## src/rtl/hybrid_load_value_predictor_assert.svh

```systemverilog
// Assertion macros for the hybrid load value predictor.
`ifndef HYBRID_LOAD_VALUE_PREDICTOR_ASSERT_SVH
`define HYBRID_LOAD_VALUE_PREDICTOR_ASSERT_SVH

// Same-cycle implication, sampled on clk, off during reset.
`define HLVP_ASSERT_SAME(lbl, ante, cons, msg) \
    lbl: assert property (@(posedge clk) disable iff (!rst_n) (ante) |-> (cons)) \
        else $error(msg);

// Next-cycle implication, sampled on clk, off during reset.
`define HLVP_ASSERT_NEXT(lbl, ante, cons, msg) \
    lbl: assert property (@(posedge clk) disable iff (!rst_n) (ante) |=> (cons)) \
        else $error(msg);

`endif

```

## src/rtl/hlvp_pkg.sv

```systemverilog
// Shared constants, types and functions of the hybrid load value predictor.
package hlvp_pkg;

    localparam int TABLE_ENTRIES = 256;
    localparam int IDX_W         = $clog2(TABLE_ENTRIES);
    localparam int LIMIT_W       = 9;
    localparam int PAT_ENTRIES   = 4096;
    localparam int PAT_W         = $clog2(PAT_ENTRIES);
    localparam int CONF_W        = 4;
    localparam logic [CONF_W-1:0] CONF_MAX = 4'd15;

    localparam logic [1:0] REG_TABLE_LIMIT = 2'd0;
    localparam logic [1:0] REG_THRESHOLD   = 2'd1;
    localparam logic [1:0] REG_PENALTY     = 2'd2;

    localparam logic [1:0] SRC_CONTEXT = 2'd0;
    localparam logic [1:0] SRC_FORWARD = 2'd1;
    localparam logic [1:0] SRC_STRIDE  = 2'd2;

    // history row: tag, four values, write pointer
    localparam int HROW_W = 64 + 4 * 64 + 2;

    typedef struct packed {
        logic take;
        logic clear_en;
        logic scan_en;
        logic hash_en;
        logic load_wr;
        logic store_wr;
    } cmd_t;

    typedef struct packed {
        logic clear_done;
        logic scan_done;
        logic is_store;
        logic out_busy;
    } status_t;

    function automatic logic [15:0] fold16(input logic [63:0] v);
        return v[15:0] ^ v[31:16] ^ v[47:32] ^ v[63:48];
    endfunction

    // oldest value first, shifted by 6, 4, 2, 0
    function automatic logic [PAT_W-1:0] ctx_hash(input logic [255:0] vals,
                                                  input logic [1:0] ptr);
        logic [15:0] h;
        logic [1:0]  idx;
        logic [21:0] sh;
        h = '0;
        for (int i = 0; i < 4; i++)
        begin
            idx = ptr + 2'(i);
            sh  = {6'b0, fold16(vals[{idx, 6'b0} +: 64])} << (2 * (3 - i));
            h   = h ^ sh[15:0];
        end
        return h[PAT_W-1:0];
    endfunction

    function automatic logic [IDX_W-1:0] next_head(input logic [IDX_W-1:0] head,
                                                   input logic [LIMIT_W-1:0] lim);
        logic [LIMIT_W-1:0] n;
        n = {1'b0, head} + 9'd1;
        return (n == lim) ? '0 : n[IDX_W-1:0];
    endfunction

    function automatic logic [CONF_W-1:0] conf_step(input logic [CONF_W-1:0] c,
                                                    input logic hit,
                                                    input logic [CONF_W-1:0] pen);
        if (hit)
            return (c < CONF_MAX) ? c + 4'd1 : c;
        return (c > pen) ? c - pen : '0;
    endfunction

endpackage

```

## src/rtl/hlvp_ctrl.sv

```systemverilog
// Sequencer of the hybrid load value predictor.
module hlvp_ctrl
(
    input  logic             clk,
    input  logic             rst_n,
    input  logic             s_tvalid,
    input  hlvp_pkg::status_t st,
    output hlvp_pkg::cmd_t   cmd,
    output logic             s_tready
);

    typedef enum logic [6:0] {
        S_CLEAR  = 7'b0000001,
        S_IDLE   = 7'b0000010,
        S_SCAN   = 7'b0000100,
        S_HASH   = 7'b0001000,
        S_PAT    = 7'b0010000,
        S_DECIDE = 7'b0100000,
        S_STORE  = 7'b1000000
    } state_t;

    state_t state_reg, state_next;

    always_ff @(posedge clk or negedge rst_n)
    begin
        if (!rst_n)
            state_reg <= S_CLEAR;
        else
            state_reg <= state_next;
    end

    always_comb
    begin
        state_next = state_reg;
        cmd        = '0;
        s_tready   = 1'b0;
        case (state_reg)
            S_CLEAR:
            begin
                cmd.clear_en = 1'b1;
                if (st.clear_done)
                    state_next = S_IDLE;
            end
            S_IDLE:
            begin
                s_tready = 1'b1;
                cmd.take = s_tvalid;
                if (s_tvalid)
                    state_next = S_SCAN;
            end
            S_SCAN:
            begin
                cmd.scan_en = 1'b1;
                if (st.scan_done)
                    state_next = st.is_store ? S_STORE : S_HASH;
            end
            S_HASH:
            begin
                cmd.hash_en = 1'b1;
                state_next  = S_PAT;
            end
            S_PAT:
            begin
                if (!st.out_busy)
                    state_next = S_DECIDE;
            end
            S_DECIDE:
            begin
                cmd.load_wr = 1'b1;
                state_next  = S_IDLE;
            end
            S_STORE:
            begin
                cmd.store_wr = 1'b1;
                state_next   = S_IDLE;
            end
            default:
                state_next = S_CLEAR;
        endcase
    end

endmodule

```

## config.mk

```make
export PLATFORM = sky130hd
export DESIGN_NAME = hlvp_ctrl
export DESIGN_NICKNAME = d
export VERILOG_FILES = /design/src/rtl/hybrid_load_value_predictor_assert.svh /design/src/rtl/hlvp_pkg.sv /design/src/rtl/hlvp_ctrl.sv
export SDC_FILE = /design/constraint.sdc
export NUM_CORES = 1
export LEC_CHECK = 0
export ABC_CLOCK_PERIOD_IN_PS = 1100
export BUFFER_PORTS_ARGS = -buffer_cell sky130_fd_sc_hd__buf_2
export CAP_MARGIN = 20
export CORE_MARGIN = 5
export CORE_UTILIZATION = 30
export CTS_CLUSTER_DIAMETER = 200
export CTS_CLUSTER_SIZE = 10
export DETAILED_ROUTE_END_ITERATION = 7
export MAX_ROUTING_LAYER = met4
export SETUP_SLACK_MARGIN = 0.05
export SLEW_MARGIN = 20
export SYNTH_ARGS = -nofsm -noshare
export SYNTH_HDL_FRONTEND = slang
export SYNTH_SLANG_ARGS = --single-unit
```

## constraint.sdc

```tcl
create_clock -name clk -period 1.1 [get_ports clk]
set_input_delay 0.055 -clock clk [delete_from_list [all_inputs] [get_ports clk]]
set_output_delay 0.055 -clock clk [all_outputs]
set_load 0.01 [all_outputs]
```

==> flow_metrics.tcl <==
set metrics [dict create \
    drc 0 \
    drt_first_pass_iters 4 \
    synth_nets 53 \
    grt_pass1_vias 463 \
    grt.total_usage 0.128 \
    rows 13 \
    period_minus_slack_ns 1.45 \
    drive_above_1_share 0.774 \
    grt_pass1_wl_mm 1.95 \
    hold_violations 0 \
    r2r-end "state_reg[4]$_DFFE_PN0P_" \
    slew_viol_final 0 \
    whs_path_depth 2 \
    cp.required_ns 1.04 \
    synth-edff-count 0 \
    synth_warnings 0 \
    p_leak_nw 0.426 \
    insertion_delay_ns 0.24 \
    syn_inst 46 \
    synth_top_area_frac 0.353 \
    r2r_cells 4 \
    violations "negative setup slack" \
    dieArea_um2 2270 \
    rsz0062_at_grt "true" \
    largest_reg_flops 7 \
    cts_buffers 3 \
    fin_worst_skew_ns 0.00187 \
    drtIter0Drc 6 \
    relSlewSlack 0.816 \
    clock_sink_count 7 \
    diodes 0 \
    ff_latch_area_um2 180 \
    drv_cap 0 \
    start_util 0.323 \
    placed_cell_area_um2 592 \
    routabilityCongestion 0.780 \
    worstPathArrival_ns 1.40 \
    tightest_slew_ns 0.276 \
    outcome "complete, but fails checks" \
    cts.path.max_buffers 2 \
    grt_max_degree 8 \
    ir_worst_vdd_mv 1.39 \
    cts.reportedPaths.clkPinSlew_ns 0.05 \
    final_util 0.665 \
    synth_top_cell_by_area "dfrtp_1" \
    io_buffers 13 \
    n_fill_cell 102 \
    holdCritPathClass "input pin to flip-flop" \
    stdcell_count 99 \
    antenna_found_initial 0 \
    synth_area_leaders "dfrtp_1 (35%), nor2_1 (7.9%), dfstp_2 (6.2%)" \
    grt-ovfl-total 0 \
    synthesis.area_um2 425 \
    ant_nets 0 \
    syn2layout_area_growth_pct 106 \
    io_pins 14 \
    period_share 1.32 \
    fin_ws_ns -0.351 \
    pre_cts_ws_ns -0.147 \
    cts_root_buf "clkbuf_4" \
    min_to "state_reg[1]$_DFFE_PN0P_" \
    hpwl_um 864 \
    worstHoldStart "s_tvalid" \
    setup_viol_count_final 14 \
    crit_type "flip-flop to output pin" \
    ys_ff_latch 7 \
    cts_max_level 1 \
    place_inst 83 \
    multiInputGateArea_um2 354 \
    cp-end-kind "output pin" \
    wl_per_cell_um 14.9 \
    synth-main-ff-cell "dfrtp_1" \
    ff2ff_setup_slack_ns -0.25 \
    synthArstFlopShare 1.00 \
    crit_path_max_fanout 4 \
    core_area_um2 1320 \
    die_w_um 47.7 \
    avgViaCountPerCell 5.17 \
    timing.rr.start "state_reg[0]$_DFFE_PN1P_" \
    ys_seq_area_frac 0.415 \
    start_kind "flip-flop" \
    cts_tree "yes" \
    die_h_um 47.7 \
    final_cell_mix "buf_4 (13), buf_6 (10), buf_2 (9)" \
    p_per_area_nw_per_um2 1670 \
    ys_types 25 \
    final_common_cell "buf_4" \
    fin_nets 92 \
    syn_avg_cell_area_um2 9.25 \
    fmax_ghz 0.689 \
    power_w 0.00147 \
    design_area_um2 876 \
    vias 512 \
    totalWireLength_mm 1.47 \
]
-- Yosys cell counts, types with 2 or more instances --
master,number
nor2_1,9
dfrtp_1,6
inv_1,3
nand3_1,3
and3_1,2
and4b_1,2
nor4b_1,2
xor2_1,2
-- area by class of cell --
class	count	area share
multi-input cells	35	0.404
repair buffers	35	0.326
flip-flops and latches	7	0.206
clock buffers	4	0.0300
well taps	15	0.0214
inverters	3	0.0129
-- through the flow --
stage	setup TNS, ns	hold slack, ns
6_report	-3.50	0.0230
5_1_grt	-4.61	0.0362
4_1_cts	-3.38	0.0293
3_5_place_dp	-1.09	-0.107
3_3_place_gp	-0.858	-0.107
2_1_floorplan	-0.221	-0.241
-- what timing repair did --
| action | 4_1_cts | 5_1_grt |
|---|---|---|
| hold buffers | 3 | 0 |
| setup endpoints to repair | 14 | 14 |
| hold endpoints to repair | 9 | 0 |
| pin swaps | 8 | 7 |
| resized for setup | 13 | 22 |
| setup buffers | 8 | 1 |
-- how the worst max path moves through the flow --
stage                                        start                        to  slack, ns  cells after the start
after floorplan           state_reg[0]$_DFFE_PN1P_  state_reg[4]$_DFFE_PN0P_      -0.06                      3
after global placement    state_reg[6]$_DFFE_PN0P_  state_reg[0]$_DFFE_PN1P_      -0.14                      3
after detailed placement  state_reg[6]$_DFFE_PN0P_  state_reg[0]$_DFFE_PN1P_      -0.15                      4
after CTS                 state_reg[5]$_DFFE_PN0P_                    cmd[5]      -0.34                      4
after global routing      state_reg[6]$_DFFE_PN0P_                    cmd[5]      -0.49                      4
final                     state_reg[5]$_DFFE_PN0P_                    cmd[0]      -0.35                      6
-- metal layers --
metal	part of all wire	wire length (µm)	GRT usage	up-vias
li1	-	-	-	249
met1	0.42	619	0.138	245
met2	0.52	767	0.233	14
met3	0.041	61	0.0113	4
met4	0.017	25	0.0645	0
met5	0	0	-	-
-- logic make-up (layout without fill, tap and decap cells) --
kind of cell / after synthesis / count (layout) / synth area share
AO/OA/AOI/OAI: 7 / 7 / 0.124
XOR/XNOR: 2 / 2 / 0.0412
buffers and inverters: 4 / 42 / 0.0382
flip-flops: 7 / 7 / 0.415
AND/OR/NAND/NOR: 26 / 26 / 0.382
-- critical path, stage by stage (launching register included) --
cell and delay, ns:
dfrtp_2 0.42, buf_6 0.12, buf_6 0.12, buf_4 0.14, nor2_2 0.08, and3_4 0.18, buf_6 0.09
-- power breakdown --
group	total [W]	switching [W]	internal, W
clock	0.000220	0.0000821	0.000138
sequential	0.000395	0.0000753	0.000319
combinational	0.000852	0.000381	0.000471
total	0.00147	0.000538	0.000928
Note: power is estimated with default switching activity, not from simulation.
